[config.mk]
export PLATFORM = sky130hd
export DESIGN_NAME = delay_timer_queue
export DESIGN_NICKNAME = d
export VERILOG_FILES = /design/src/hdl/dtq_pkg.sv /design/src/hdl/delay_timer_queue.sv /design/src/hdl/dtq_front.sv /design/src/hdl/dtq_back.sv
export SDC_FILE = /design/constraint.sdc
export NUM_CORES = 1
export LEC_CHECK = 0
export ABC_AREA = 1
export BUFFER_PORTS_ARGS = -buffer_cell sky130_fd_sc_hd__buf_2
export CAP_MARGIN = 20
export CORE_UTILIZATION = 62
export DETAILED_ROUTE_END_ITERATION = 10
export PLACE_DENSITY_LB_ADDON = 0.08
export SETUP_SLACK_MARGIN = 0.3
export SYNTH_ARGS = -nofsm -noshare
export SYNTH_HDL_FRONTEND = slang
export SYNTH_SLANG_ARGS = --single-unit
[constraint.sdc]
create_clock -name i_clk -period 5.2 [get_ports i_clk]
set_clock_uncertainty 0.2 [all_clocks]
set_input_delay 0.52 -clock i_clk [delete_from_list [all_inputs] [get_ports i_clk]]
set_output_delay 0.52 -clock i_clk [all_outputs]
set_load 0.02 [all_outputs]
[src/hdl/dtq_pkg.sv]
// ----------------------------------------------------------------------------
// Delay timer queue package
// Shared sizes, codes and the command format passed from front to back.
// ----------------------------------------------------------------------------
package dtq_pkg;

    localparam int QUEUE_DEPTH = 16;
    localparam int ID_BITS     = 4;

    localparam int IDX_W      = $clog2(QUEUE_DEPTH);
    localparam int OCC_W      = $clog2(QUEUE_DEPTH + 1);
    localparam int TICK_W     = 8;
    localparam int TAG_W      = 8;
    localparam int ID_PORT_W  = 4;
    localparam int KIND_W     = 2;

    localparam int CQ_DEPTH   = 2;
    localparam int CQ_PTR_W   = $clog2(CQ_DEPTH);
    localparam int CQ_CNT_W   = $clog2(CQ_DEPTH + 1);

    localparam logic FUNC_TICK = 1'b0;
    localparam logic FUNC_REQ  = 1'b1;

    typedef enum logic [KIND_W-1:0] {
        KIND_ACCEPT = 2'd0,
        KIND_FULL   = 2'd1,
        KIND_WAKE   = 2'd2
    } t_kind;

    typedef struct packed {
        logic                is_req;
        logic [TICK_W-1:0]   delay;
        logic [ID_BITS-1:0]  id;
        logic [TAG_W-1:0]    tag;
    } t_cmd;

endpackage

[src/hdl/delay_timer_queue.sv]
// ----------------------------------------------------------------------------
// Delay timer queue
// Arrival-ordered list of countdown timers with wakeup reporting.
// ----------------------------------------------------------------------------
// A request passes the command queue, then the output register; one item each
// cycle while no output stall or tick sweep holds the back end. A tick walks
// every stored entry, then flushes if any expired; output stalls lengthen it.
// The command queue holds two transfers; the output register frees the back end.
// Synchronous active-low reset empties the list, the command queue and output.
// Stored entries are not cleared by reset.
module delay_timer_queue (
    input  logic                          i_clk,
    input  logic                          i_rst_n,
    input  logic                          i_valid,
    output logic                          o_stall,
    input  logic                          i_func,
    input  logic [dtq_pkg::TICK_W-1:0]    i_delay_ticks,
    input  logic [dtq_pkg::ID_PORT_W-1:0] i_requester,
    input  logic [dtq_pkg::TAG_W-1:0]     i_envelope_tag,
    output logic                          o_valid,
    input  logic                          i_stall,
    output logic [dtq_pkg::KIND_W-1:0]    o_kind,
    output logic [dtq_pkg::ID_PORT_W-1:0] o_woken_id,
    output logic [dtq_pkg::TAG_W-1:0]     o_tag_out,
    output logic                          o_last
);

    logic           cmd_valid;
    logic           cmd_pop;
    dtq_pkg::t_cmd  cmd;

    dtq_front u_front (
        .i_clk          (i_clk),
        .i_rst_n        (i_rst_n),
        .i_valid        (i_valid),
        .o_stall        (o_stall),
        .i_func         (i_func),
        .i_delay_ticks  (i_delay_ticks),
        .i_requester    (i_requester),
        .i_envelope_tag (i_envelope_tag),
        .o_cmd_valid    (cmd_valid),
        .o_cmd          (cmd),
        .i_cmd_pop      (cmd_pop)
    );

    dtq_back u_back (
        .i_clk       (i_clk),
        .i_rst_n     (i_rst_n),
        .i_cmd_valid (cmd_valid),
        .i_cmd       (cmd),
        .o_cmd_pop   (cmd_pop),
        .o_valid     (o_valid),
        .i_stall     (i_stall),
        .o_kind      (o_kind),
        .o_woken_id  (o_woken_id),
        .o_tag_out   (o_tag_out),
        .o_last      (o_last)
    );

    a_reset_clears_out: assert property (@(posedge i_clk)
        !i_rst_n |=> !o_valid)
        else $error("output valid after reset");

    a_single_is_last: assert property (@(posedge i_clk) disable iff (!i_rst_n)
        o_valid && (o_kind != dtq_pkg::KIND_WAKE) |-> o_last)
        else $error("request answer without last marker");

    a_pop_needs_cmd: assert property (@(posedge i_clk) disable iff (!i_rst_n)
        cmd_pop |-> cmd_valid)
        else $error("command popped from empty queue");

endmodule

[src/hdl/dtq_front.sv]
// ----------------------------------------------------------------------------
// Delay timer queue front end
// Accepts input transfers, decodes them into commands and buffers them in a
// short command queue for the back end.
// ----------------------------------------------------------------------------
module dtq_front (
    input  logic                         i_clk,
    input  logic                         i_rst_n,
    input  logic                         i_valid,
    output logic                         o_stall,
    input  logic                         i_func,
    input  logic [dtq_pkg::TICK_W-1:0]   i_delay_ticks,
    input  logic [dtq_pkg::ID_PORT_W-1:0] i_requester,
    input  logic [dtq_pkg::TAG_W-1:0]    i_envelope_tag,
    output logic                         o_cmd_valid,
    output dtq_pkg::t_cmd                o_cmd,
    input  logic                         i_cmd_pop
);

    dtq_pkg::t_cmd                   r_q [dtq_pkg::CQ_DEPTH];
    logic [dtq_pkg::CQ_PTR_W-1:0]    r_wp, n_wp;
    logic [dtq_pkg::CQ_PTR_W-1:0]    r_rp, n_rp;
    logic [dtq_pkg::CQ_CNT_W-1:0]    r_cnt, n_cnt;
    logic                            push;
    logic                            pop;
    dtq_pkg::t_cmd                   in_cmd;

    assign o_stall     = (r_cnt == dtq_pkg::CQ_CNT_W'(dtq_pkg::CQ_DEPTH));
    assign o_cmd_valid = (r_cnt != '0);
    assign o_cmd       = r_q[r_rp];
    assign push        = i_valid && !o_stall;
    assign pop         = i_cmd_pop && o_cmd_valid;

    always_comb begin
        in_cmd.is_req = (i_func == dtq_pkg::FUNC_REQ);
        in_cmd.delay  = i_delay_ticks;
        in_cmd.id     = dtq_pkg::ID_BITS'(i_requester);
        in_cmd.tag    = i_envelope_tag;
    end

    always_comb begin
        n_wp  = r_wp;
        n_rp  = r_rp;
        n_cnt = r_cnt;
        if (push) begin
            n_wp = (r_wp == dtq_pkg::CQ_PTR_W'(dtq_pkg::CQ_DEPTH - 1)) ? '0 : r_wp + 1'b1;
        end
        if (pop) begin
            n_rp = (r_rp == dtq_pkg::CQ_PTR_W'(dtq_pkg::CQ_DEPTH - 1)) ? '0 : r_rp + 1'b1;
        end
        if (push && !pop) begin
            n_cnt = r_cnt + 1'b1;
        end else if (pop && !push) begin
            n_cnt = r_cnt - 1'b1;
        end
    end

    always_ff @(posedge i_clk) begin
        if (!i_rst_n) begin
            r_wp  <= '0;
            r_rp  <= '0;
            r_cnt <= '0;
        end else begin
            r_wp  <= n_wp;
            r_rp  <= n_rp;
            r_cnt <= n_cnt;
        end
    end

    always_ff @(posedge i_clk) begin
        if (push) begin
            r_q[r_wp] <= in_cmd;
        end
    end

endmodule

[src/hdl/dtq_back.sv]
// ----------------------------------------------------------------------------
// Delay timer queue back end
// Holds the timer list, appends requests or reports it full, sweeps the list on each tick to
// count down, compact survivors and emit wakeups through an output register.
// ----------------------------------------------------------------------------
module dtq_back (
    input  logic                          i_clk,
    input  logic                          i_rst_n,
    input  logic                          i_cmd_valid,
    input  dtq_pkg::t_cmd                 i_cmd,
    output logic                          o_cmd_pop,
    output logic                          o_valid,
    input  logic                          i_stall,
    output logic [dtq_pkg::KIND_W-1:0]    o_kind,
    output logic [dtq_pkg::ID_PORT_W-1:0] o_woken_id,
    output logic [dtq_pkg::TAG_W-1:0]     o_tag_out,
    output logic                          o_last
);

    typedef enum logic [2:0] {
        ST_IDLE  = 3'b001,
        ST_SWEEP = 3'b010,
        ST_FLUSH = 3'b100
    } t_state;

    t_state                          r_state, n_state;
    logic [dtq_pkg::OCC_W-1:0]       r_occ, n_occ;
    logic [dtq_pkg::IDX_W-1:0]       r_idx, n_idx;
    logic [dtq_pkg::OCC_W-1:0]       r_keep, n_keep;
    logic                            r_hold_valid, n_hold_valid;
    logic [dtq_pkg::ID_BITS-1:0]     r_hold_id, n_hold_id;
    logic [dtq_pkg::TAG_W-1:0]       r_hold_tag, n_hold_tag;

    logic [dtq_pkg::TICK_W-1:0]      r_rem [dtq_pkg::QUEUE_DEPTH];
    logic [dtq_pkg::ID_BITS-1:0]     r_own [dtq_pkg::QUEUE_DEPTH];
    logic [dtq_pkg::TAG_W-1:0]       r_etag [dtq_pkg::QUEUE_DEPTH];

    logic                            r_out_valid;
    dtq_pkg::t_kind                  r_kind;
    logic [dtq_pkg::ID_PORT_W-1:0]   r_id;
    logic [dtq_pkg::TAG_W-1:0]       r_tag;
    logic                            r_last;

    logic                            out_free;
    logic                            we;
    logic [dtq_pkg::IDX_W-1:0]       waddr;
    logic [dtq_pkg::TICK_W-1:0]      wrem;
    logic [dtq_pkg::ID_BITS-1:0]     wown;
    logic [dtq_pkg::TAG_W-1:0]       wtag;
    logic                            emit;
    dtq_pkg::t_kind                  e_kind;
    logic [dtq_pkg::ID_BITS-1:0]     e_id;
    logic [dtq_pkg::TAG_W-1:0]       e_tag;
    logic                            e_last;
    logic [dtq_pkg::TICK_W-1:0]      dec;
    logic                            expire;
    logic                            last_entry;
    logic                            is_full;

    assign out_free   = !r_out_valid || !i_stall;
    assign dec        = r_rem[r_idx] - 1'b1;
    assign expire     = (dec == '0);
    assign last_entry = ((dtq_pkg::OCC_W'(r_idx) + 1'b1) == r_occ);
    assign is_full    = (r_occ == dtq_pkg::OCC_W'(dtq_pkg::QUEUE_DEPTH));

    always_comb begin
        n_state      = r_state;
        n_occ        = r_occ;
        n_idx        = r_idx;
        n_keep       = r_keep;
        n_hold_valid = r_hold_valid;
        n_hold_id    = r_hold_id;
        n_hold_tag   = r_hold_tag;
        o_cmd_pop    = 1'b0;
        we           = 1'b0;
        waddr        = r_occ[dtq_pkg::IDX_W-1:0];
        wrem         = i_cmd.delay;
        wown         = i_cmd.id;
        wtag         = i_cmd.tag;
        emit         = 1'b0;
        e_kind       = dtq_pkg::KIND_ACCEPT;
        e_id         = i_cmd.id;
        e_tag        = i_cmd.tag;
        e_last       = 1'b1;
        unique case (r_state)
            ST_IDLE: begin
                if (i_cmd_valid && out_free) begin
                    o_cmd_pop = 1'b1;
                    if (i_cmd.is_req) begin
                        emit = 1'b1;
                        if (is_full) begin
                            e_kind = dtq_pkg::KIND_FULL;
                        end else begin
                            we    = 1'b1;
                            n_occ = r_occ + 1'b1;
                        end
                    end else if (r_occ != '0) begin
                        n_idx        = '0;
                        n_keep       = '0;
                        n_hold_valid = 1'b0;
                        n_state      = ST_SWEEP;
                    end
                end
            end
            ST_SWEEP: begin
                if (!(expire && r_hold_valid && !out_free)) begin
                    if (expire) begin
                        if (r_hold_valid) begin
                            emit   = 1'b1;
                            e_kind = dtq_pkg::KIND_WAKE;
                            e_id   = r_hold_id;
                            e_tag  = r_hold_tag;
                            e_last = 1'b0;
                        end
                        n_hold_valid = 1'b1;
                        n_hold_id    = r_own[r_idx];
                        n_hold_tag   = r_etag[r_idx];
                    end else begin
                        we     = 1'b1;
                        waddr  = r_keep[dtq_pkg::IDX_W-1:0];
                        wrem   = dec;
                        wown   = r_own[r_idx];
                        wtag   = r_etag[r_idx];
                        n_keep = r_keep + 1'b1;
                    end
                    if (last_entry) begin
                        n_occ   = n_keep;
                        n_state = n_hold_valid ? ST_FLUSH : ST_IDLE;
                    end else begin
                        n_idx = r_idx + 1'b1;
                    end
                end
            end
            ST_FLUSH: begin
                if (out_free) begin
                    emit         = 1'b1;
                    e_kind       = dtq_pkg::KIND_WAKE;
                    e_id         = r_hold_id;
                    e_tag        = r_hold_tag;
                    e_last       = 1'b1;
                    n_hold_valid = 1'b0;
                    n_state      = ST_IDLE;
                end
            end
            default: begin
                n_state = ST_IDLE;
            end
        endcase
    end

    always_ff @(posedge i_clk) begin
        if (!i_rst_n) begin
            r_state      <= ST_IDLE;
            r_occ        <= '0;
            r_idx        <= '0;
            r_keep       <= '0;
            r_hold_valid <= 1'b0;
            r_out_valid  <= 1'b0;
        end else begin
            r_state      <= n_state;
            r_occ        <= n_occ;
            r_idx        <= n_idx;
            r_keep       <= n_keep;
            r_hold_valid <= n_hold_valid;
            if (emit) begin
                r_out_valid <= 1'b1;
            end else if (!i_stall) begin
                r_out_valid <= 1'b0;
            end
        end
    end

    always_ff @(posedge i_clk) begin
        r_hold_id  <= n_hold_id;
        r_hold_tag <= n_hold_tag;
        if (emit) begin
            r_kind <= e_kind;
            r_id   <= dtq_pkg::ID_PORT_W'(e_id);
            r_tag  <= e_tag;
            r_last <= e_last;
        end
        if (we) begin
            r_rem[waddr]  <= wrem;
            r_own[waddr]  <= wown;
            r_etag[waddr] <= wtag;
        end
    end

    assign o_valid    = r_out_valid;
    assign o_kind     = r_kind;
    assign o_woken_id = r_id;
    assign o_tag_out  = r_tag;
    assign o_last     = r_last;

endmodule
# Word level (Yosys, flattened, before mapping)
# Memory sizes are Yosys's and may differ from the RTL's. A register that Yosys moved wholly into a read port is not among the register bits.
# Cells that the tools add are included.
# totals
output_inout_bits	17
mem_bits_rw	362
n_memories	4
regBits	50
# memory_table
memory	words	word_bits	read_ports	rd_ports_with_merged_regs	write_ports	line	text
u_back.r_etag	16	8	1	1	1	dtq_back.sv:36	logic [dtq_pkg::TAG_W-1:0] r_etag [dtq_pkg::QUEUE_DEPTH];
u_back.r_rem	16	8	1	1	1	dtq_back.sv:34	logic [dtq_pkg::TICK_W-1:0] r_rem [dtq_pkg::QUEUE_DEPTH];
u_back.r_own	16	4	1	1	1	dtq_back.sv:35	logic [dtq_pkg::ID_BITS-1:0] r_own [dtq_pkg::QUEUE_DEPTH];
u_front.r_q	2	21	1	1	1	dtq_front.sv:20	dtq_pkg::t_cmd r_q [dtq_pkg::CQ_DEPTH];
# classes
reduce_logical	27
n_addsub	9
n_bitwise	3
n_eq_ne	16
muxes	99
# op_table
op	n
$mux W4	21
$mux W8	10
$mux W5	10
$mux W1	33
$reduce_and A6 Y1	4
$mux W3	7
$pmux W5 S2	2
$mux W2	8
$pmux W4 S2	2
$pmux W8 S2	1
$add A5 B1 Y5 const B	2
$ne A2 B1 Y1 const B	5
$ne A2 B2 Y1 const B	5
$pmux W3 S3	1
$logic_not A8 Y1	1
$sub A8 B1 Y8 const B	1
$logic_and A1 B1 Y1	7
$logic_not A1 Y1	6
$pmux W1 S3	2
$pmux W2 S3	1
$reduce_bool A2 Y1	3
$add A4 B1 Y5 const B	1
$eq A5 B5 Y1	1
$eq A5 B5 Y1 const B	1
other kinds (16)	19

# Logic depth before layout (Yosys ltp)
# Gate-level depths: netlist of run 1.
# logic_depth
word_depth	10
mapped_depth	25
ltp_nobuf	22

# By module
# A second synthesis of run 1 with hierarchy kept.
# unflattened
hier_cells	1524
area_unflattened_um2	17675.7
# by_module_without_submodules
module	cells_per_inst	area_each_um2	instances
dtq_back	1422	15832.7	1
dtq_front	102	1843.0	1

# Worst setup path after synthesis of run 1
# OpenSTA, ideal clock, no wires.
# synth_timing
path_kind	reg2reg
startpoint	reg with a tool-made name
endpoint	mem u_back.r_etag[4][0] in the netlist's numbering (enable)
period_less_slack_ns	3.933
setup_time_ns	0.397
path_slack_ns	1.267
arrival_ns	3.336
path_stages_with_launch	23
cell_sequence	dfxtp_1 buf_6 buf_6 buf_8 o211ai_2 nand3_1 nand3_1 nand2_2 inv_2 ha_1 nand3_1 nor2_2 nand2_1 nand2_1 nand2_1 nor2_4 nand3_4 nand2_2 buf_6 nand2_1 o21ai_2 nand2_1 nor2_1
# synth_lines
element	line
to (decl)	dtq_back.sv:36

==> insert_results.sql, run 1 <==
INSERT INTO impl_metrics (metric_group, metric, value, unit) VALUES
('outcome', 'run_status', 'completed', ''),
('timing', 'worst-slew-pin-transition', '0.831', 'ns'),
('final_layout', 'area_occupied_by_registers', '0.0122', 'mm²'),
('hold_path', 'hold_path.class', 'in -> reg', ''),
('placement', 'placedInstanceArea', '0.0186', 'mm²'),
('clock_tree', 'clock_tree.buffer_depth', '3', ''),
('final_layout', 'final_util', '72.4', '%'),
('floorplan', 'die_h', '171', 'µm'),
('routing', 'drt-wirelength-per-cell', '20.1', 'µm'),
('power_and_ir_drop', 'power.combinational.fraction', '37.9', '%'),
('timing', 'fin_setup_tns', '0', 'ns'),
('power_and_ir_drop', 'p_leak', '7.59', 'nW'),
('final_layout', 'area_growth_syn_to_layout', '14.0', '%'),
('clock_tree', 'tritoncts_num_sinks', '417', ''),
('global_route', 'largest_net_degree_at_the_start_of_global_routing', '85', ''),
('synth', 'netlist_area', '0.0178', 'mm²'),
('setup_path', 'crit_path_start_kind', 'register', ''),
('clock_tree', 'tritoncts.num_buffers', '42', ''),
('routing', 'remaining_drc_errors', '0', ''),
('synth', 'yosys_warnings', '0', ''),
('setup_path', 'worst-endpoint-arrival', '4.58', 'ns'),
('timing', 'max_slew_headroom', '44.6', '%'),
('global_route', 'grt_first_pass_wirelength', '64000', 'µm'),
('global_route', 'globalRoute.totalOverflow', '0', ''),
('final_layout', 'antenna_cells', '0', ''),
('global_route', 'grt_antenna_before_repair', '0', ''),
('final_layout', 'multiInputGateArea', '0.00479', 'mm²'),
('global_route', 'global_route.usage.total', '29.2', '%'),
('timing', 'min_period', '4.53', 'ns'),
('timing', 'finalSetupViolations', '0', ''),
('power_and_ir_drop', 'netSwitchingFraction', '38.5', '%'),
('power_and_ir_drop', 'power.internal', '7.63', 'mW'),
('clock_tree', 'path_clk_slew', '0.06', 'ns'),
('synth', 'avgSynthCellArea', '11.2', 'µm²'),
('synth', 'synthCells', '1583', ''),
('final_layout', 'stdcell_area', '0.0203', 'mm²'),
('routing', 'detail_route.iter0.violations', '1133', ''),
('synth', 'synth.net_count', '1615', ''),
('setup_path', 'crit_chain', 'inv_4 -> nor2_1 -> nor2_1 -> o21ai_0 -> nand3_1 -> nand3_1 -> nand2_2 -> inv_2 -> ha_1 -> nand3_1 -> nor2_2 -> nand2_1 -> nand2_1 -> nand2_1 -> nor2_4 -> nand3_4 -> nand2_2 -> nand2_1 -> o21ai_2 -> nand3_2 -> nor2_2 -> buf_12', ''),
('timing', 'timing.final.hold_violations', '0', ''),
('routing', 'viasPerCell', '5.89', ''),
('final_layout', 'fillerInstances', '1980', ''),
('timing', 'final.setup.worst_slack', '0.668', 'ns'),
('setup_path', 'setup.worst_path.class', 'reg -> reg', ''),
('power_and_ir_drop', 'irDropWorstVdd', '343', 'µV'),
('clock_tree', 'clkLatencyLatePin', '0.56', 'ns'),
('synth', 'yosysUniqueCellTypes', '42', ''),
('synth', 'synth_seq_area_share', '68.8', '%'),
('setup_path', 'timing.critical_path.to_type', 'register', ''),
('routing', 'postRouteAntennaNets', '0', ''),
('final_layout', 'drive_gt1_share', '13.3', '%'),
('floorplan', 'ios', '42', ''),
('timing', 'period_utilization_post_route', '87.1', '%'),
('floorplan', 'initial_core_util', '63.5', '%'),
('placement', 'place_hpwl', '26100', 'µm'),
('routing', 'via_count', '12300', ''),
('power_and_ir_drop', 'netSwitchingPower', '4.78', 'mW'),
('placement', 'gp_congestion', '0.906', ''),
('placement', 'place.port_buffers', '41', ''),
('global_route', 'vias_in_the_first_global_route', '11700', ''),
('clock_tree', 'cts_root_buffer', 'sky130_fd_sc_hd__clkbuf_16', ''),
('setup_path', 'critPathMaxFanout', '59', ''),
('setup_path', 'crit_slowest_cell', 'sky130_fd_sc_hd__dfxtp_4', ''),
('power_and_ir_drop', 'p_clk_share', '24.7', '%'),
('timing', 'rsz0062_at_grt', 'false', ''),
('clock_tree', 'cts_htree_levels', '2', ''),
('placement', 'place_worst_setup_slack', '0.717', 'ns'),
('routing', 'firstDrtPassIters', '6', ''),
('floorplan', 'dieWidth', '171', 'µm'),
('timing', 'slew_viols_final', '0', ''),
('clock_tree', 'tritoncts', 'yes', '');
## critical path: cells and delay by family (launching register included)
| kind | cells | cell delay [ns] |
|---|---|---|
| and+or+nand+nor | 16 | 2.44 |
| buffers and inverters | 3 | 0.63 |
| DFF | 1 | 0.51 |
| AOI/OAI and AO/OA | 2 | 0.22 |
| adders and majority gates | 1 | 0.19 |
## layer usage
metal | GRT usage [%] | up-vias | routed length (µm)
li1 | - | 5734 | -
met1 | 39.0 | 5927 | 17200
met2 | 49.0 | 506 | 20500
met3 | 3.77 | 94 | 2620
met4 | 11.1 | 0 | 1410
met5 | 0 | - | 0
## Yosys cell counts
| library cell | n | area share (%) |
|---|---|---|
| sky130_fd_sc_hd__nand2_2 | 11 | 0.39 |
| sky130_fd_sc_hd__o211ai_2 | 3 | 0.21 |
| sky130_fd_sc_hd__o21ai_2 | 4 | 0.20 |
| sky130_fd_sc_hd__inv_2 | 3 | 0.063 |
| sky130_fd_sc_hd__nand3_1 | 113 | 3.2 |
| sky130_fd_sc_hd__clkbuf_1 | 53 | 1.1 |
| sky130_fd_sc_hd__buf_4 | 4 | 0.17 |
| sky130_fd_sc_hd__mux2i_1 | 6 | 0.34 |
| sky130_fd_sc_hd__nand3_2 | 5 | 0.28 |
| sky130_fd_sc_hd__o22ai_1 | 18 | 0.63 |
| sky130_fd_sc_hd__o21ai_1 | 10 | 0.28 |
| sky130_fd_sc_hd__inv_4 | 1 | 0.035 |
| sky130_fd_sc_hd__nand3b_1 | 1 | 0.042 |
| sky130_fd_sc_hd__buf_1 | 4 | 0.084 |
| sky130_fd_sc_hd__nand2_1 | 335 | 7.1 |
| sky130_fd_sc_hd__nand3_4 | 1 | 0.099 |
| sky130_fd_sc_hd__nor2_2 | 3 | 0.11 |
| sky130_fd_sc_hd__dfxtp_1 | 28 | 3.2 |
| sky130_fd_sc_hd__inv_1 | 98 | 2.1 |
| sky130_fd_sc_hd__a21oi_1 | 9 | 0.25 |
| sky130_fd_sc_hd__a31oi_1 | 13 | 0.46 |
| sky130_fd_sc_hd__xnor2_1 | 3 | 0.15 |
| sky130_fd_sc_hd__nand4_1 | 9 | 0.32 |
| sky130_fd_sc_hd__edfxtp_1 | 389 | 66 |
| sky130_fd_sc_hd__nor4b_1 | 1 | 0.049 |
| sky130_fd_sc_hd__or2_2 | 3 | 0.11 |
| sky130_fd_sc_hd__o21ai_0 | 122 | 3.4 |
| sky130_fd_sc_hd__buf_6 | 5 | 0.32 |
| sky130_fd_sc_hd__xor2_1 | 8 | 0.39 |
| sky130_fd_sc_hd__nor2_1 | 215 | 4.5 |
| sky130_fd_sc_hd__clkinv_1 | 1 | 0.021 |
| sky130_fd_sc_hd__a32oi_1 | 12 | 0.59 |
| sky130_fd_sc_hd__nand4_2 | 1 | 0.070 |
| sky130_fd_sc_hd__o211ai_1 | 18 | 0.76 |
| sky130_fd_sc_hd__or2_0 | 1 | 0.035 |
| sky130_fd_sc_hd__buf_8 | 1 | 0.084 |
| sky130_fd_sc_hd__o221ai_1 | 35 | 1.7 |
| sky130_fd_sc_hd__nor2_4 | 5 | 0.32 |
| sky130_fd_sc_hd__ha_1 | 7 | 0.49 |
| sky130_fd_sc_hd__nor3_1 | 5 | 0.14 |
| sky130_fd_sc_hd__buf_2 | 18 | 0.51 |
| sky130_fd_sc_hd__clkbuf_2 | 1 | 0.028 |
## sequential cells by signal (all words and copies together), names as in the netlist, 3 cells and up, named ones only
name,flops
u_back.r_own,64
u_front.r_q,42
u_back.o_woken_id,4
u_back.r_occ,5
u_back.r_state,3
u_back.r_idx,4
u_back.r_etag,128
u_back.r_keep,5
u_back.r_hold_id,4
u_back.r_hold_tag,8
u_back.r_rem,128
u_back.o_tag_out,8
## kinds of logic (layout without fill, tap and decap cells)
| kind of cell | count (synthesis) | in the layout | synth area share [%] |
|---|---|---|---|
| AND/OR/NAND/NOR | 709 | 709 | 16.7 |
| flip-flops | 417 | 417 | 68.8 |
| AO/OA/AOI/OAI | 244 | 244 | 8.54 |
| buffers and inverters | 189 | 308 | 4.50 |
| XOR/XNOR | 11 | 11 | 0.542 |
| adder cells (fa/ha/maj) | 7 | 7 | 0.493 |
| multiplexers | 6 | 6 | 0.338 |
## per-stage QoR
step                      hold slack [ns]  power, mW  instances
after global placement              0.259       9.22       1979
after detailed placement            0.273       9.33       1981
after floorplan                     0.247       7.84       1583
after global routing                0.226       13.1       2080
final                               0.202       12.4       2080
after CTS                           0.173       12.4       2080
## cell type report
type | instances | share of cell area (%)
timing repair buffer | 127 | 4.72
inverter | 103 | 1.92
sequential | 417 | 60.4
tap | 378 | 2.33
multi-input combinational | 977 | 23.6
clock buffer | 56 | 5.49
clock inverter | 22 | 1.49
## power by group through the flow
stage	Combinational (mW)	Sequential [mW]	Clock [mW]
after CTS	4.68	4.63	3.11
after floorplan	3.18	4.67	0
after global placement	4.53	4.70	0
after detailed placement	4.63	4.70	0
final	4.70	4.64	3.07
after global routing	5.19	4.66	3.23
## final timing paths
kind | slack (ns) | end | start | cells after the start
setup / recovery | 0.67 | u_back.r_rem[11][2] | register | 22
hold / removal | 0.20 | u_back.r_state[0] | i_rst_n | 2
setup reg to reg | 0.67 | u_back.r_rem[11][2] | register | 22
hold reg to reg | 0.28 | register | u_front.r_rp | 2
## what timing repair did
item,in CTS,in global routing
hold buffers,21,0
hold endpoints to repair,42,0
setup buffers,0,0
gates resized for setup,0,0
## placed cells by master (no fill, tap or decap), types with 3 or more instances in the layout
master                          count
sky130_fd_sc_hd__buf_12             3
sky130_fd_sc_hd__nor2_4             5
sky130_fd_sc_hd__nand3_2            5
sky130_fd_sc_hd__a21oi_1            9
sky130_fd_sc_hd__edfxtp_1         389
sky130_fd_sc_hd__a32oi_1           12
sky130_fd_sc_hd__nand2_1          335
sky130_fd_sc_hd__a31oi_1           13
sky130_fd_sc_hd__clkbuf_16         42
sky130_fd_sc_hd__nor2_2            21
sky130_fd_sc_hd__clkinv_2           4
sky130_fd_sc_hd__nor3_1             4
sky130_fd_sc_hd__xor2_1             8
sky130_fd_sc_hd__inv_2              4
sky130_fd_sc_hd__nand3_1          113
sky130_fd_sc_hd__o221ai_1          35
sky130_fd_sc_hd__dfxtp_1           25
sky130_fd_sc_hd__dlygate4sd3_1     21
sky130_fd_sc_hd__bufinv_16          6
sky130_fd_sc_hd__or2_2              3
sky130_fd_sc_hd__o211ai_1          18
sky130_fd_sc_hd__buf_2             41
sky130_fd_sc_hd__nand4_1            9
sky130_fd_sc_hd__o21ai_1           10
sky130_fd_sc_hd__clkinv_1           8
sky130_fd_sc_hd__o22ai_1           18
sky130_fd_sc_hd__o21ai_2            4
sky130_fd_sc_hd__nand2_2           11
sky130_fd_sc_hd__xnor2_1            3
sky130_fd_sc_hd__mux2i_1            6
sky130_fd_sc_hd__inv_1             97
sky130_fd_sc_hd__ha_1               7
sky130_fd_sc_hd__clkbuf_1          13
sky130_fd_sc_hd__o21ai_0          122
sky130_fd_sc_hd__o211ai_2           3
sky130_fd_sc_hd__nor2_1           197
sky130_fd_sc_hd__buf_4             60
(Power assumes the default switching activity.)
==> run 2: changes to the inputs <==
CTS_CLUSTER_SIZE = 14   (was unset)
REMOVE_ABC_BUFFERS = 1   (was unset)
==> insert_results.sql, run 2 (synthesis gave the netlist of run 1 again) <==
INSERT INTO impl_metrics (metric_group, metric, value, unit) VALUES
('outcome', 'run_status', 'completed', ''),
('routing', 'viasPerCell', '5.91', ''),
('setup_path', 'worst-endpoint-arrival', '4.65', 'ns'),
('final_layout', 'drive_gt1_share', '13.5', '%'),
('timing', 'fin_setup_tns', '0', 'ns'),
('clock_tree', 'tritoncts_num_sinks', '417', ''),
('final_layout', 'top_flop_regs', 'u_back.r_etag x128, u_back.r_rem x128, u_back.r_own x64', ''),
('clock_tree', 'cts_post_setup_buffers_inserted', '0', ''),
('timing', 'finalSetupViolations', '0', ''),
('final_layout', 'antenna_cells', '0', ''),
('clock_tree', 'path_clk_slew', '0.07', 'ns'),
('placement', 'dpl.cell_count', '1981', ''),
('floorplan', 'initial_core_util', '63.5', '%'),
('timing', 'rsz0062_at_grt', 'true', ''),
('clock_tree', 'tritoncts', 'yes', ''),
('power_and_ir_drop', 'netSwitchingFraction', '38.6', '%'),
('hold_path', 'hold_path.class', 'in -> reg', ''),
('setup_path', 'timing.critical_path.to_type', 'register', ''),
('setup_path', 'crit_path_start_kind', 'register', ''),
('global_route', 'grt_antenna_before_repair', '0', ''),
('clock_tree', 'cts_htree_levels', '2', ''),
('routing', 'postRouteAntennaNets', '0', ''),
('clock_tree', 'clkLatencyLatePin', '0.55', 'ns'),
('routing', 'remaining_drc_errors', '0', ''),
('routing', 'firstDrtPassIters', '5', ''),
('placement', 'place_hpwl', '26200', 'µm'),
('timing', 'period_utilization_post_route', '88.4', '%'),
('floorplan', 'die_h', '171', 'µm'),
('final_layout', 'fillerInstances', '1938', ''),
('power_and_ir_drop', 'power.combinational.fraction', '38.1', '%'),
('floorplan', 'die_area', '0.0294', 'mm²'),
('global_route', 'globalRoute.totalOverflow', '0', ''),
('final_layout', 'area_occupied_by_registers', '0.0122', 'mm²'),
('final_layout', 'final_common_cell', 'sky130_fd_sc_hd__edfxtp_1', ''),
('final_layout', 'area_growth_syn_to_layout', '14.2', '%'),
('floorplan', 'core_area', '0.0280', 'mm²'),
('timing', 'upper_clock_frequency_limit', '218', 'MHz'),
('floorplan', 'dieWidth', '171', 'µm'),
('final_layout', 'final_cell_mix', '389 x sky130_fd_sc_hd__edfxtp_1, 335 x sky130_fd_sc_hd__nand2_1, 197 x sky130_fd_sc_hd__nor2_1, 122 x sky130_fd_sc_hd__o21ai_0, 113 x sky130_fd_sc_hd__nand3_1', ''),
('power_and_ir_drop', 'pwrdens', '619', 'mW/mm²'),
('power_and_ir_drop', 'irDropWorstVdd', '433', 'µV'),
('global_route', 'global_route.usage.total', '29.6', '%'),
('timing', 'slew_viols_final', '0', ''),
('flow_run', 'max-cap-violations', '0', ''),
('setup_path', 'endpoint_required_time_on_the_critical_path', '5.26', 'ns'),
('power_and_ir_drop', 'report.power.total', '12.6', 'mW'),
('power_and_ir_drop', 'netSwitchingPower', '4.85', 'mW'),
('power_and_ir_drop', 'p_leak', '7.61', 'nW'),
('clock_tree', 'clock_tree.buffer_depth', '3', ''),
('routing', 'drt-wirelength-per-cell', '20.6', 'µm'),
('final_layout', 'final_cell_count_no_fill', '2078', ''),
('power_and_ir_drop', 'power.internal', '7.72', 'mW'),
('placement', 'place.port_buffers', '41', ''),
('final_layout', 'fin_nets', '1701', ''),
('clock_tree', 'cts_root_buffer', 'sky130_fd_sc_hd__clkbuf_16', ''),
('timing', 'max_slew_headroom', '37.5', '%'),
('routing', 'via_count', '12300', ''),
('power_and_ir_drop', 'p_clk_share', '25.1', '%'),
('setup_path', 'critPathMaxFanout', '63', ''),
('timing', 'worst-slew-pin-transition', '0.932', 'ns'),
('clock_tree', 'tritoncts.num_buffers', '42', ''),
('timing', 'hold-worst-slack', '0.196', 'ns'),
('floorplan', 'ios', '42', ''),
('power_and_ir_drop', 'sequential_cell_fraction_of_total_power', '36.9', '%'),
('floorplan', 'row_count', '61', ''),
('placement', 'gp_congestion', '0.878', ''),
('routing', 'wl', '42700', 'µm'),
('global_route', 'vias_in_the_first_global_route', '11700', ''),
('final_layout', 'multiInputGateArea', '0.00479', 'mm²'),
('routing', 'detail_route.iter0.violations', '1158', ''),
('global_route', 'grt_first_pass_wirelength', '64800', 'µm'),
('timing', 'timing.final.hold_violations', '0', ''),
('setup_path', 'setup.worst_path.class', 'reg -> reg', ''),
('timing', 'min_period', '4.60', 'ns'),
('global_route', 'largest_net_degree_at_the_start_of_global_routing', '167', '');
run 2: final cells by class:
class,count,area share [%]
clock buffers,47,5.37
clock inverters,28,1.74
multi-input cells,977,23.6
repair buffers,128,4.73
inverters,103,1.92
flip-flops and latches,417,60.3
well taps,378,2.33
run 2: power by group through the flow:
stage / clock, mW / combinational (mW) / sequential, mW
finish: 3.15 / 4.79 / 4.63
global placement: 0 / 4.61 / 4.69
floorplan: 0 / 2.81 / 4.89
detailed placement: 0 / 4.70 / 4.69
global route: 3.30 / 5.25 / 4.66
CTS: 3.17 / 4.73 / 4.62
run 2: worst paths after layout:
kind	startpoint	to	slack, ns	cells past startpoint
setup / recovery	register	u_back.r_etag[1][1]	0.60	21
setup reg to reg	register	u_back.r_etag[1][1]	0.60	21
hold reg to reg	u_front.r_rp	u_front.r_rp	0.29	2
hold / removal	i_rst_n	u_back.r_state[0]	0.20	2
run 2: routing by layer:
| metal | track usage (%) | vias up | wire length, µm |
|---|---|---|---|
| met5 | 0 | - | 0 |
| met4 | 10.7 | 0 | 1290 |
| met3 | 3.70 | 92 | 2710 |
| met2 | 49.2 | 519 | 20800 |
| met1 | 40.3 | 5935 | 18000 |
| li1 | - | 5733 | - |
run 2: through the flow:
stage	util, %	area [µm²]	setup WS (ns)
floorplan	-	17400	-2.80
global placement	66.5	18600	0.657
detailed placement	66.5	18600	0.568
CTS	72.4	20300	0.543
global route	72.5	20300	0.247
finish	72.5	20300	0.602
run 2: critical path, cell delays in order (launching register included):
cell and delay [ns]:
sky130_fd_sc_hd__dfxtp_4 0.39, sky130_fd_sc_hd__inv_4 0.49, sky130_fd_sc_hd__nor2_1 0.08, sky130_fd_sc_hd__nor2_1 0.10, sky130_fd_sc_hd__o21ai_0 0.09, sky130_fd_sc_hd__nand3_1 0.09
sky130_fd_sc_hd__nand3_1 0.10, sky130_fd_sc_hd__nand2_2 0.14, sky130_fd_sc_hd__inv_2 0.08, sky130_fd_sc_hd__ha_1 0.20, sky130_fd_sc_hd__nand3_1 0.13, sky130_fd_sc_hd__nand2_1 0.10
sky130_fd_sc_hd__nor2_1 0.14, sky130_fd_sc_hd__nand3_2 0.12, sky130_fd_sc_hd__nor2_4 0.15, sky130_fd_sc_hd__nand3_4 0.20, sky130_fd_sc_hd__nand2_2 0.30, sky130_fd_sc_hd__nand2_1 0.10
sky130_fd_sc_hd__o21ai_2 0.09, sky130_fd_sc_hd__nand2_1 0.18, sky130_fd_sc_hd__nor2_2 0.55, sky130_fd_sc_hd__buf_12 0.23
run 2: timing repair:
| item | 4_1_cts | 5_1_grt |
|---|---|---|
| endpoints found under the setup margin | 0 | 61 |
| gates resized for setup | 0 | 2 |
| hold buffers | 21 | 0 |
| endpoints found under the hold margin | 42 | 0 |
==> run 3: changes to the inputs <==
CORE_ASPECT_RATIO = 1.25   (was unset)
==> insert_results.sql, run 3 (synthesis gave the netlist of run 1 again) <==
INSERT INTO impl_metrics (metric_group, metric, value, unit) VALUES
('clock_tree', 'cts_post_setup_buffers_inserted', '0', ''),
('global_route', 'grt_antenna_before_repair', '0', ''),
('timing', 'max_slew_headroom', '35.3', '%'),
('final_layout', 'final_cell_count_no_fill', '2047', ''),
('setup_path', 'endpoint_required_time_on_the_critical_path', '5.23', 'ns'),
('global_route', 'grt_first_pass_wirelength', '67000', 'µm'),
('setup_path', 'crit_slowest_cell', 'sky130_fd_sc_hd__buf_4', ''),
('timing', 'worst-slew-pin-transition', '0.964', 'ns'),
('floorplan', 'dieWidth', '153', 'µm'),
('routing', 'remaining_drc_errors', '0', ''),
('final_layout', 'top_flop_regs', 'u_back.r_etag x128, u_back.r_rem x128, u_back.r_own x64', ''),
('outcome', 'run_status', 'completed', ''),
('power_and_ir_drop', 'irDropWorstVdd', '454', 'µV'),
('global_route', 'vias_in_the_first_global_route', '11800', ''),
('placement', 'dpl.cell_count', '1952', ''),
('timing', 'timing.final.hold_violations', '0', ''),
('clock_tree', 'cts_root_buffer', 'sky130_fd_sc_hd__clkbuf_16', ''),
('routing', 'viasPerCell', '6.04', ''),
('setup_path', 'critPathMaxFanout', '34', ''),
('setup_path', 'crit_chain', 'inv_2 -> buf_4 -> nor2_1 -> o21ai_0 -> nand3_1 -> nand3_1 -> nand2_1 -> nor2_2 -> nand2_2 -> nor2_2 -> nand2_1 -> nand2_2 -> nand3_4 -> nand2_2 -> nand2_1 -> o21ai_2 -> nand2_1 -> nor2_2 -> buf_12', ''),
('floorplan', 'core_area', '0.0279', 'mm²'),
('final_layout', 'drive_gt1_share', '13.1', '%'),
('floorplan', 'initial_core_util', '63.7', '%'),
('timing', 'finalSetupViolations', '0', ''),
('placement', 'gp_congestion', '0.885', ''),
('clock_tree', 'tritoncts_num_sinks', '417', ''),
('setup_path', 'crit_path_start_kind', 'register', ''),
('clock_tree', 'cts_htree_levels', '2', ''),
('final_layout', 'final_cell_mix', '389 x sky130_fd_sc_hd__edfxtp_1, 335 x sky130_fd_sc_hd__nand2_1, 197 x sky130_fd_sc_hd__nor2_1, 121 x sky130_fd_sc_hd__o21ai_0, 113 x sky130_fd_sc_hd__nand3_1', ''),
('floorplan', 'die_h', '191', 'µm'),
('timing', 'slew_viols_final', '0', ''),
('final_layout', 'final_common_cell', 'sky130_fd_sc_hd__edfxtp_1', ''),
('floorplan', 'row_count', '68', ''),
('clock_tree', 'tritoncts.num_buffers', '41', ''),
('power_and_ir_drop', 'pwrdens', '612', 'mW/mm²'),
('setup_path', 'worst-endpoint-arrival', '4.52', 'ns'),
('final_layout', 'area_growth_syn_to_layout', '13.1', '%'),
('placement', 'place_hpwl', '27900', 'µm'),
('timing', 'upper_clock_frequency_limit', '223', 'MHz'),
('final_layout', 'fin_nets', '1698', ''),
('global_route', 'global_route.usage.total', '30.5', '%'),
('setup_path', 'timing.critical_path.to_type', 'register', ''),
('placement', 'place.port_buffers', '41', ''),
('routing', 'wl', '43800', 'µm'),
('clock_tree', 'clkLatencyLatePin', '0.53', 'ns'),
('timing', 'min_period', '4.49', 'ns'),
('global_route', 'globalRoute.totalOverflow', '0', ''),
('clock_tree', 'clock_tree.buffer_depth', '3', ''),
('routing', 'drt-wirelength-per-cell', '21.4', 'µm'),
('global_route', 'largest_net_degree_at_the_start_of_global_routing', '106', ''),
('routing', 'firstDrtPassIters', '6', ''),
('clock_tree', 'path_clk_slew', '0.06', 'ns'),
('routing', 'via_count', '12400', ''),
('routing', 'postRouteAntennaNets', '0', ''),
('timing', 'period_utilization_post_route', '86.4', '%'),
('timing', 'fin_setup_tns', '0', 'ns'),
('timing', 'rsz0062_at_grt', 'false', ''),
('setup_path', 'longest_individual_stage_delay_on_the_worst_path', '0.48', 'ns'),
('floorplan', 'ios', '42', ''),
('floorplan', 'die_area', '0.0294', 'mm²'),
('routing', 'detail_route.iter0.violations', '1253', ''),
('setup_path', 'setup.worst_path.class', 'reg -> reg', ''),
('power_and_ir_drop', 'p_leak', '7.52', 'nW'),
('setup_path', 'timing.critical_path.mode_cell', 'sky130_fd_sc_hd__nand2_1', ''),
('hold_path', 'hold_path.class', 'in -> reg', ''),
('flow_run', 'max-cap-violations', '0', ''),
('clock_tree', 'tritoncts', 'yes', '');
run 3: cell types whose count changed in the layout (fill, tap and decap cells not counted), sizes merged:
cell,change
diode,+1
buf,-1
bufinv,-8
clkbuf,+13
clkinv,-8
run 3: routing by layer:
| layer | part of all wire (%) | GRT usage, % | vias to the layer above |
|---|---|---|---|
| met5 | 0 | 0 | - |
| met4 | 2.5 | 8.81 | 0 |
| met3 | 8.4 | 4.04 | 79 |
| met2 | 48 | 50.8 | 610 |
| met1 | 41 | 42.5 | 5933 |
| li1 | - | - | 5735 |
run 3: cell type report:
| type | instances | area (µm²) |
|---|---|---|
| sequential | 417 | 12200 |
| clock buffer | 61 | 1190 |
| clock inverter | 12 | 71.3 |
| timing repair buffer | 126 | 971 |
| antenna | 1 | 2.50 |
| tap | 350 | 438 |
| inverter | 103 | 392 |
| multi-input combinational | 977 | 4790 |
| fill | 1959 | 7800 |
run 3: per-stage QoR:
stage          worst slack [ns]  power, mW  cell area, µm²  hold WS (ns)  utilization, %
4_1_cts                   0.695       12.3           20100         0.198            72.0
6_report                  0.709       12.3           20100         0.212            72.0
2_1_floorplan             -2.80       7.70           17400         0.247               -
3_3_place_gp              0.816       9.38           18600         0.261            66.7
3_5_place_dp              0.679       9.49           18600         0.271            66.7
5_1_grt                   0.363       12.9           20100         0.241            72.0
run 3: critical path: cells and delay by family, from the launching register on:
kind                   cells  cell delay (ns)
and+or+nand+nor           14             2.30
buffers and inverters      3             1.14
DFF                        1             0.32
AOI/OAI and AO/OA          2             0.18
run 3: power breakdown:
part           leakage [nW]  internal, mW  switching, mW
clock                 0.616          1.59           1.19
combinational          3.16          1.35           3.54
sequential             3.75          4.45          0.187
total                  7.52          7.39           4.92
run 3: final timing paths:
path | startpoint | endpoint | slack [ns] | cells after the start
setup / recovery | register | u_back.r_rem[1][0] | 0.71 | 19
hold / removal | i_rst_n | u_back.r_state[0] | 0.21 | 2
setup reg to reg | register | u_back.r_rem[1][0] | 0.71 | 19
hold reg to reg | u_front.r_rp | u_front.r_rp | 0.28 | 2
run 3: timing repair:
| item | in CTS | in global routing |
|---|---|---|
| resized for setup | 0 | 1 |
| hold buffers | 21 | 0 |
| endpoints found under the setup margin | 0 | 56 |
| hold endpoints to repair | 41 | 0 |
